### src/rtl/core/palette_match_2bpp_packer_core_macros.svh
// Assertion macros for the palette match 2bpp packer core.
// Clocked on clk_i, disabled while rst_ni is low.
`ifndef PALETTE_MATCH_2BPP_PACKER_CORE_MACROS_SVH
`define PALETTE_MATCH_2BPP_PACKER_CORE_MACROS_SVH

// same-cycle implication
`define PM2_ASSERT_NOW(lbl, ante, cons, msg) \
  lbl: assert property (@(posedge clk_i) disable iff (!rst_ni) (ante) |-> (cons)) \
    else $error(msg);

// next-cycle implication
`define PM2_ASSERT_NEXT(lbl, ante, cons, msg) \
  lbl: assert property (@(posedge clk_i) disable iff (!rst_ni) (ante) |=> (cons)) \
    else $error(msg);

`endif

### src/rtl/core/pm2bpp_pkg.sv
// Shared types and constants for the palette match 2bpp packer.
// No dependencies.
package pm2bpp_pkg;

  localparam int COLOR_W     = 15;
  localparam int NUM_COLORS  = 4;
  localparam int ROW_PIXELS  = 8;
  localparam int CFG_REGS    = 3;
  localparam int CFG_IDX_W   = 2;
  localparam int CFG_DATA_W  = COLOR_W * NUM_COLORS;
  localparam int ADDR_W      = 10;
  localparam int TILE_BYTES  = 16;

  typedef logic [COLOR_W-1:0] color_t;
  // colour k sits at bits 15k+14 .. 15k
  typedef logic [NUM_COLORS-1:0][COLOR_W-1:0] palette_t;

  typedef enum logic [1:0] {
    STATUS_OK          = 2'd0,
    STATUS_BAD_PALETTE = 2'd1,
    STATUS_MISS        = 2'd2
  } status_e;

  typedef struct packed {
    color_t     pixel_0;
    color_t     pixel_1;
    color_t     pixel_2;
    color_t     pixel_3;
    color_t     pixel_4;
    color_t     pixel_5;
    color_t     pixel_6;
    color_t     pixel_7;
    logic [1:0] palette_select;
    logic [2:0] tile_column;
    logic [2:0] tile_row;
    logic [2:0] pixel_row;
  } in_word_t;

  typedef struct packed {
    logic [7:0]        plane_low;
    logic [7:0]        plane_high;
    logic [ADDR_W-1:0] byte_address;
    status_e           status;
    logic [2:0]        miss_column;
  } result_t;

  // outcome of matching one row against a palette
  typedef struct packed {
    logic [7:0] plane_low;
    logic [7:0] plane_high;
    status_e    status;
    logic [2:0] miss_column;
  } match_res_t;

endpackage

### src/rtl/core/pm2bpp_pal_regs.sv
// Palette colour registers with write port and palette select mux.
// Depends on pm2bpp_pkg.
module pm2bpp_pal_regs import pm2bpp_pkg::*; #(
  parameter int NUM_PALETTES = 3
) (
  input  logic                  clk_i,
  input  logic                  rst_ni,
  input  logic                  cfg_we_i,
  input  logic [CFG_IDX_W-1:0]  cfg_index_i,
  input  logic [CFG_DATA_W-1:0] cfg_wdata_i,
  input  logic [1:0]            palette_select_i,
  output palette_t              palette_o,
  output logic                  palette_ok_o
);

  palette_t pal_q [NUM_PALETTES];

  always_ff @(posedge clk_i or negedge rst_ni) begin
    if (!rst_ni) begin
      for (int p = 0; p < NUM_PALETTES; p++) begin
        pal_q[p] <= '0;
      end
    end else if (cfg_we_i) begin
      // writes to palettes not built are dropped
      for (int p = 0; p < NUM_PALETTES; p++) begin
        if (cfg_index_i == CFG_IDX_W'(p)) begin
          pal_q[p] <= cfg_wdata_i;
        end
      end
    end
  end

  always_comb begin
    palette_o    = '0;
    palette_ok_o = 1'b0;
    for (int p = 0; p < NUM_PALETTES; p++) begin
      if (palette_select_i == 2'(p)) begin
        palette_o    = pal_q[p];
        palette_ok_o = 1'b1;
      end
    end
  end

endmodule

### src/rtl/core/pm2bpp_row_match.sv
// Matches eight pixels against one palette and packs the two bitplanes.
// Depends on pm2bpp_pkg.
module pm2bpp_row_match import pm2bpp_pkg::*; (
  input  in_word_t   item_i,
  input  palette_t   palette_i,
  input  logic       palette_ok_i,
  output match_res_t match_o
);

  color_t                           px [ROW_PIXELS];
  logic [ROW_PIXELS-1:0]            found;
  logic [ROW_PIXELS-1:0][1:0]       idx;
  logic [NUM_COLORS-1:0]            hit;
  logic [2:0]                       first_miss;
  logic [7:0]                       low;
  logic [7:0]                       high;

  assign px[0] = item_i.pixel_0;
  assign px[1] = item_i.pixel_1;
  assign px[2] = item_i.pixel_2;
  assign px[3] = item_i.pixel_3;
  assign px[4] = item_i.pixel_4;
  assign px[5] = item_i.pixel_5;
  assign px[6] = item_i.pixel_6;
  assign px[7] = item_i.pixel_7;

  always_comb begin
    found = '0;
    idx   = '0;
    hit   = '0;
    for (int x = 0; x < ROW_PIXELS; x++) begin
      for (int k = 0; k < NUM_COLORS; k++) begin
        hit[k] = (palette_i[k] == px[x]);
      end
      found[x] = |hit;
      // lowest index wins on duplicate colours
      if (hit[0])      idx[x] = 2'd0;
      else if (hit[1]) idx[x] = 2'd1;
      else if (hit[2]) idx[x] = 2'd2;
      else             idx[x] = 2'd3;
    end
  end

  always_comb begin
    first_miss = '0;
    for (int x = ROW_PIXELS - 1; x >= 0; x--) begin
      if (!found[x]) begin
        first_miss = 3'(x);
      end
    end
  end

  always_comb begin
    for (int x = 0; x < ROW_PIXELS; x++) begin
      low[ROW_PIXELS-1-x]  = idx[x][0];
      high[ROW_PIXELS-1-x] = idx[x][1];
    end
  end

  always_comb begin
    match_o = '{plane_low: '0, plane_high: '0, status: STATUS_OK, miss_column: '0};
    if (!palette_ok_i) begin
      match_o.status = STATUS_BAD_PALETTE;
    end else if (!(&found)) begin
      match_o.status      = STATUS_MISS;
      match_o.miss_column = first_miss;
    end else begin
      match_o.plane_low  = low;
      match_o.plane_high = high;
    end
  end

endmodule

### src/rtl/core/palette_match_2bpp_packer_core.sv
// Top level of the palette match 2bpp packer: input register, row matcher, result register.
// Depends on pm2bpp_pkg, pm2bpp_pal_regs, pm2bpp_row_match and the macros header.
//
// Usage:
//   Input: drive in_word_i and raise start; the word is taken at any rising edge with
//   start high and busy low. busy stays low, so a word may be given every cycle.
//   Output: result_o is valid for exactly one cycle while result_valid_o is high.
//   The word passes the input register, then the result register; the strobe rises
//   as the result register loads, and the result is captured while the strobe is high.
//   Throughput is one row word per cycle; the path between the two registers is
//   the 32 colour compares, a priority pick and the address multiply-add.
//   Configuration: cfg_we_i writes cfg_wdata_i into palette register cfg_index_i;
//   indices at or above NUM_PALETTES are ignored. Write only while idle.
//   Reset: rst_ni low clears the palettes to zero and drops all words in flight.
//   The receiver has no back-pressure: each result must be captured when strobed.
module palette_match_2bpp_packer_core import pm2bpp_pkg::*; #(
  parameter int NUM_PALETTES = 3,
  parameter int TILE_ROWS    = 6
) (
  input  logic                  clk_i,
  input  logic                  rst_ni,
  input  logic                  start,
  output logic                  busy,
  input  in_word_t              in_word_i,
  input  logic                  cfg_we_i,
  input  logic [CFG_IDX_W-1:0]  cfg_index_i,
  input  logic [CFG_DATA_W-1:0] cfg_wdata_i,
  output logic                  result_valid_o,
  output result_t               result_o
);

  `include "palette_match_2bpp_packer_core_macros.svh"

  logic       in_valid_q, in_valid_d;
  in_word_t   in_word_q;
  logic       res_valid_q;
  result_t    res_q, res_d;
  palette_t   palette;
  logic       palette_ok;
  match_res_t match;
  logic [ADDR_W-1:0] tile_idx;

  assign busy       = 1'b0;
  assign in_valid_d = start && !busy;

  always_ff @(posedge clk_i or negedge rst_ni) begin
    if (!rst_ni) begin
      in_valid_q <= 1'b0;
    end else begin
      in_valid_q <= in_valid_d;
    end
  end

  always_ff @(posedge clk_i) begin
    if (in_valid_d) begin
      in_word_q <= in_word_i;
    end
  end

  pm2bpp_pal_regs #(
    .NUM_PALETTES (NUM_PALETTES)
  ) u_pal_regs (
    .clk_i            (clk_i),
    .rst_ni           (rst_ni),
    .cfg_we_i         (cfg_we_i),
    .cfg_index_i      (cfg_index_i),
    .cfg_wdata_i      (cfg_wdata_i),
    .palette_select_i (in_word_q.palette_select),
    .palette_o        (palette),
    .palette_ok_o     (palette_ok)
  );

  pm2bpp_row_match u_row_match (
    .item_i       (in_word_q),
    .palette_i    (palette),
    .palette_ok_i (palette_ok),
    .match_o      (match)
  );

  // tiles column-major; out-of-range rows are not checked and alias into the next column
  assign tile_idx = ADDR_W'(ADDR_W'(in_word_q.tile_column) * ADDR_W'(TILE_ROWS))
                  + ADDR_W'(in_word_q.tile_row);

  always_comb begin
    res_d.plane_low    = match.plane_low;
    res_d.plane_high   = match.plane_high;
    res_d.byte_address = ADDR_W'(tile_idx * ADDR_W'(TILE_BYTES))
                       + ADDR_W'({in_word_q.pixel_row, 1'b0});
    res_d.status       = match.status;
    res_d.miss_column  = match.miss_column;
  end

  always_ff @(posedge clk_i or negedge rst_ni) begin
    if (!rst_ni) begin
      res_valid_q <= 1'b0;
    end else begin
      res_valid_q <= in_valid_q;
    end
  end

  always_ff @(posedge clk_i) begin
    if (in_valid_q) begin
      res_q <= res_d;
    end
  end

  assign result_valid_o = res_valid_q;
  assign result_o       = res_q;

  `PM2_ASSERT_NEXT(a_word_reaches_result, in_valid_q, result_valid_o, "word lost in result stage")
  `PM2_ASSERT_NEXT(a_start_loads_input, start && !busy, in_valid_q, "accepted word not registered")
  `PM2_ASSERT_NOW(a_fail_clears_planes, result_valid_o && result_o.status != STATUS_OK,
                  result_o.plane_low == 8'd0 && result_o.plane_high == 8'd0,
                  "planes not cleared on failed row")
  `PM2_ASSERT_NOW(a_miss_col_only_on_miss, result_valid_o && result_o.status != STATUS_MISS,
                  result_o.miss_column == 3'd0, "miss column set without a miss")

endmodule
### config.mk
export PLATFORM = sky130hd
export DESIGN_NAME = palette_match_2bpp_packer_core
export DESIGN_NICKNAME = d
export VERILOG_FILES = /design/src/rtl/core/pm2bpp_pkg.sv /design/src/rtl/core/pm2bpp_pal_regs.sv /design/src/rtl/core/pm2bpp_row_match.sv /design/src/rtl/core/palette_match_2bpp_packer_core.sv
export VERILOG_INCLUDE_DIRS = /design/src /design/src/rtl/core
export SDC_FILE = /design/constraint.sdc
export NUM_CORES = 1
export LEC_CHECK = 0
export ABC_CLOCK_PERIOD_IN_PS = 4800
export BUFFER_PORTS_ARGS = -buffer_cell sky130_fd_sc_hd__buf_2
export CAP_MARGIN = 5
export CORE_MARGIN = 3
export CORE_UTILIZATION = 50
export CTS_CLUSTER_DIAMETER = 200
export DETAILED_ROUTE_END_ITERATION = 10
export HOLD_SLACK_MARGIN = 0.03
export PLACE_DENSITY_LB_ADDON = 0.15
export SLEW_MARGIN = 20
export SYNTH_ARGS = -nofsm -noshare
export SYNTH_HDL_FRONTEND = slang
export SYNTH_SLANG_ARGS = --single-unit
### constraint.sdc
create_clock -name clk_i -period 4.8 [get_ports clk_i]
set_clock_uncertainty 0.05 [all_clocks]
set_input_delay 0.24 -clock clk_i [delete_from_list [all_inputs] [get_ports clk_i]]
set_output_delay 0.24 -clock clk_i [all_outputs]
set_load 0.02 [all_outputs]
==> results.json <==
{
  "syn_area_um2": 21100,
  "hpwlAfterDp_mm": 59.4,
  "synth_warnings": 0,
  "ctsResizeCount": 0,
  "drt_wl_total_mm": 81.6,
  "multi_input_area_um2": 10800,
  "p_sw_w": 0.00346,
  "r2r-start": "in_word_q[9]",
  "syn_to_final_growth_pct": 23.1,
  "period_needed_ns": 4.68,
  "end_kind": "flip-flop",
  "grt_pass1_vias": 17100,
  "synth_seq_area_share_pct": 44.6,
  "path_max_fanout": 28,
  "synth_cell_types": 68,
  "core_area_um2": 41200,
  "final_cell_mix": "xor2_1, buf_2, mux2_2",
  "root_buffer": "clkbuf_16",
  "io_pins": 230,
  "clkSinkCount": 343,
  "grt_overflow": 0,
  "internal_power_w": 0.00636,
  "cts-htree-levels": 2,
  "finalHoldViolCount": 0,
  "tightest_slew_ns": 1.11,
  "grt_pass1_wl_mm": 118,
  "ff2ff_setup_slack_ns": 0.12,
  "cp-endpoint": "result_o[30]",
  "p_leak_nw": 10.7,
  "drtPass1Iterations": 5,
  "drt_iter0_drc": 2079,
  "fin_area_um2": 25900,
  "wl_per_cell_um": 29.6,
  "ir_worst_vdd_v": 0.000349,
  "clk_latency_ns": 0.56,
  "start_kind": "flip-flop",
  "maxCapViolCount": 0,
  "place_congestion": 1.06,
  "synth_mux_area_share_pct": 13.9,
  "synth-edff-count": 161,
  "route.detailed.drc": 0,
  "worstHoldPathType": "primary input to flip-flop",
  "grt_max_degree": 100,
  "synth_top_family_by_area": "XOR/XNOR gates",
  "setup_tns_ns": 0,
  "maxSlewViolCount": 0,
  "cellPowerDensity_nw_per_um2": 378,
  "p_comb_share_pct": 32.7,
  "status": "finished, final reports clean",
  "drive_gt1_share_pct": 28.3,
  "fin_util_pct": 63.0,
  "cts_tree": "built",
  "vias": 17100,
  "post-route-period-util_pct": 97.4,
  "antenna_found_initial": 0,
  "synth_compound_area_share_pct": 11.1,
  "cts.reportedPaths.clkPinSlew_ns": 0.06,
  "post_cts_buffers": 0,
  "dieArea_um2": 44600,
  "cts_made_buffers": 36,
  "finalPower_w": 0.00982,
  "ys_ff_latch": 343,
  "syn_inst": 1765,
  "synthFlopType": "dfrtp_1",
  "clock_path_buffers": 3,
  "async_reset_ff_share_pct": 53.1,
  "antenna_left": 0,
  "cp_data_required_time_ns": 5.13,
  "switching_share_pct": 35.2,
  "vias_per_cell": 6.20,
  "finalNetCount": 2399,
  "finalSetupViolCount": 0,
  "fp-row-count": 74,
  "critPathKind": "flip-flop to flip-flop",
  "crit_arrival_ns": 5.00,
  "seqPwrFrac_pct": 40.6,
  "antenna_cells": 0,
  "synth-simple-area-share_pct": 8.69,
  "avgSynthCellArea_um2": 11.9,
  "fp.dieH_um": 211,
  "cp-startpoint": "in_word_q[9]",
  "clkPwrFrac_pct": 26.7,
  "synthAdderAreaFrac_pct": 0.487,
  "seq_area_um2": 9390,
  "fp.dieW_um": 211,
  "rsz0062_at_grt": "no",
  "max_freq_ghz": 0.214,
  "nFillCells": 3211,
  "worstReg2RegEnd": "result_o[30]",
  "place_area_um2": 22900,
  "final_common_cell": "xor2_1",
  "ff2ff_path_depth": 12,
  "portBuffers": 227,
  "grt_use_total_pct": 36.3,
  "initial_core_util_pct": 51.1,
  "synthXorXnorAreaFrac_pct": 17.2,
  "slew_headroom_pct": 25.7
}
-- worst max-delay path: stages, from the launching register on --
cell	delay (ns)
edfxtp_1	0.44
buf_12	0.22
buf_4	0.25
nand2b_1	0.10
buf_4	0.22
o22ai_2	0.89
xor2_1	0.15
nor4_1	0.36
nand4_1	0.17
o21ai_0	0.24
o21ai_0	0.43
or4_1	0.75
nor3_2	0.22
-- power groups by stage --
stage	clock, W	combinational, W	sequential [W]
after floorplan	0	0.00199	0.00382
after global placement	0	0.00296	0.00402
after detailed placement	0	0.00298	0.00403
after CTS	0.00266	0.00312	0.00397
after global routing	0.00279	0.00336	0.00402
final	0.00262	0.00321	0.00399
-- layer usage --
metal	track usage [%]	part of all wire, %
met1	50.6	42
met4	15.0	4.9
met3	7.13	9.4
met5	0	0
met2	55.7	44
-- kinds of logic after synthesis --
| logic type | Yosys count |
|---|---|
| flip-flops | 343 |
| multiplexers | 264 |
| AO/OA/AOI/OAI | 255 |
| other | 1 |
| adder cells (fa/ha/maj) | 7 |
| XOR/XNOR | 413 |
| AND/OR/NAND/NOR | 315 |
| buffers and inverters | 167 |
-- synthesized netlist by cell type, types with 7 or more instances --
master | count | share of area [%]
xor2_1 | 241 | 10
mux2_2 | 194 | 10
dfrtp_1 | 182 | 22
xnor2_1 | 172 | 7.1
edfxtp_1 | 161 | 23
nor4_1 | 83 | 2.5
nand2_1 | 63 | 1.1
mux2i_1 | 60 | 2.9
inv_1 | 56 | 1.0
a211oi_1 | 53 | 1.9
o22ai_1 | 53 | 1.6
o32ai_1 | 38 | 1.6
nand4_1 | 36 | 1.1
buf_1 | 28 | 0.50
buf_2 | 24 | 0.57
clkbuf_1 | 23 | 0.41
and3b_1 | 22 | 0.91
a21o_1 | 21 | 0.75
buf_6 | 20 | 1.1
nand2b_1 | 19 | 0.56
nor2_1 | 17 | 0.30
nor3_1 | 17 | 0.40
o2bb2ai_2 | 15 | 1.1
nand3_1 | 14 | 0.33
nor2b_1 | 14 | 0.42
o221a_2 | 14 | 0.75
o22ai_2 | 14 | 0.83
buf_4 | 11 | 0.39
and3_1 | 9 | 0.27
o2bb2ai_4 | 9 | 1.2
mux2_4 | 8 | 0.57
a32o_1 | 7 | 0.33
o21ai_0 | 7 | 0.17
-- sequential cells by signal (all words and copies together) (netlist names) --
register / flops
u_pal_regs.pal_q: 180
result_valid_o: 1
in_valid_q: 1
in_word_q: 131
result_o: 30
-- per-stage QoR --
stage          setup WS [ns]  cells  hold WS [ns]
2_1_floorplan           1.53   1766        -0.106
3_3_place_gp           0.399   2496         0.208
3_5_place_dp           0.304   2497         0.216
4_1_cts                0.306   2753         0.182
5_1_grt               0.0641   2753         0.218
6_report               0.124   2753         0.178
-- what timing repair did --
item                                    in CTS  in global routing
endpoints found under the hold margin      375                  0
hold buffers                               192                  0
endpoints found under the setup margin       0                  0
-- worst min path at each step --
stage	start	slack, ns	end	cells after the start
final	start	0.18	in_valid_q	1
after global routing	start	0.22	in_valid_q	1
after CTS	start	0.18	in_valid_q	1
after detailed placement	rst_ni	0.22	u_pal_regs.pal_q[107]	1
after global placement	rst_ni	0.21	u_pal_regs.pal_q[167]	1
after floorplan	rst_ni	-0.11	in_valid_q	0
-- final cells by class --
class,instances,area share [%]
clock inverters,17,0.492
repair buffers,501,14.5
flip-flops and latches,343,36.2
inverters,57,0.825
well taps,532,2.57
clock buffers,47,3.71
multi-input cells,1256,41.8
Note: power is estimated with default switching activity, not from simulation.
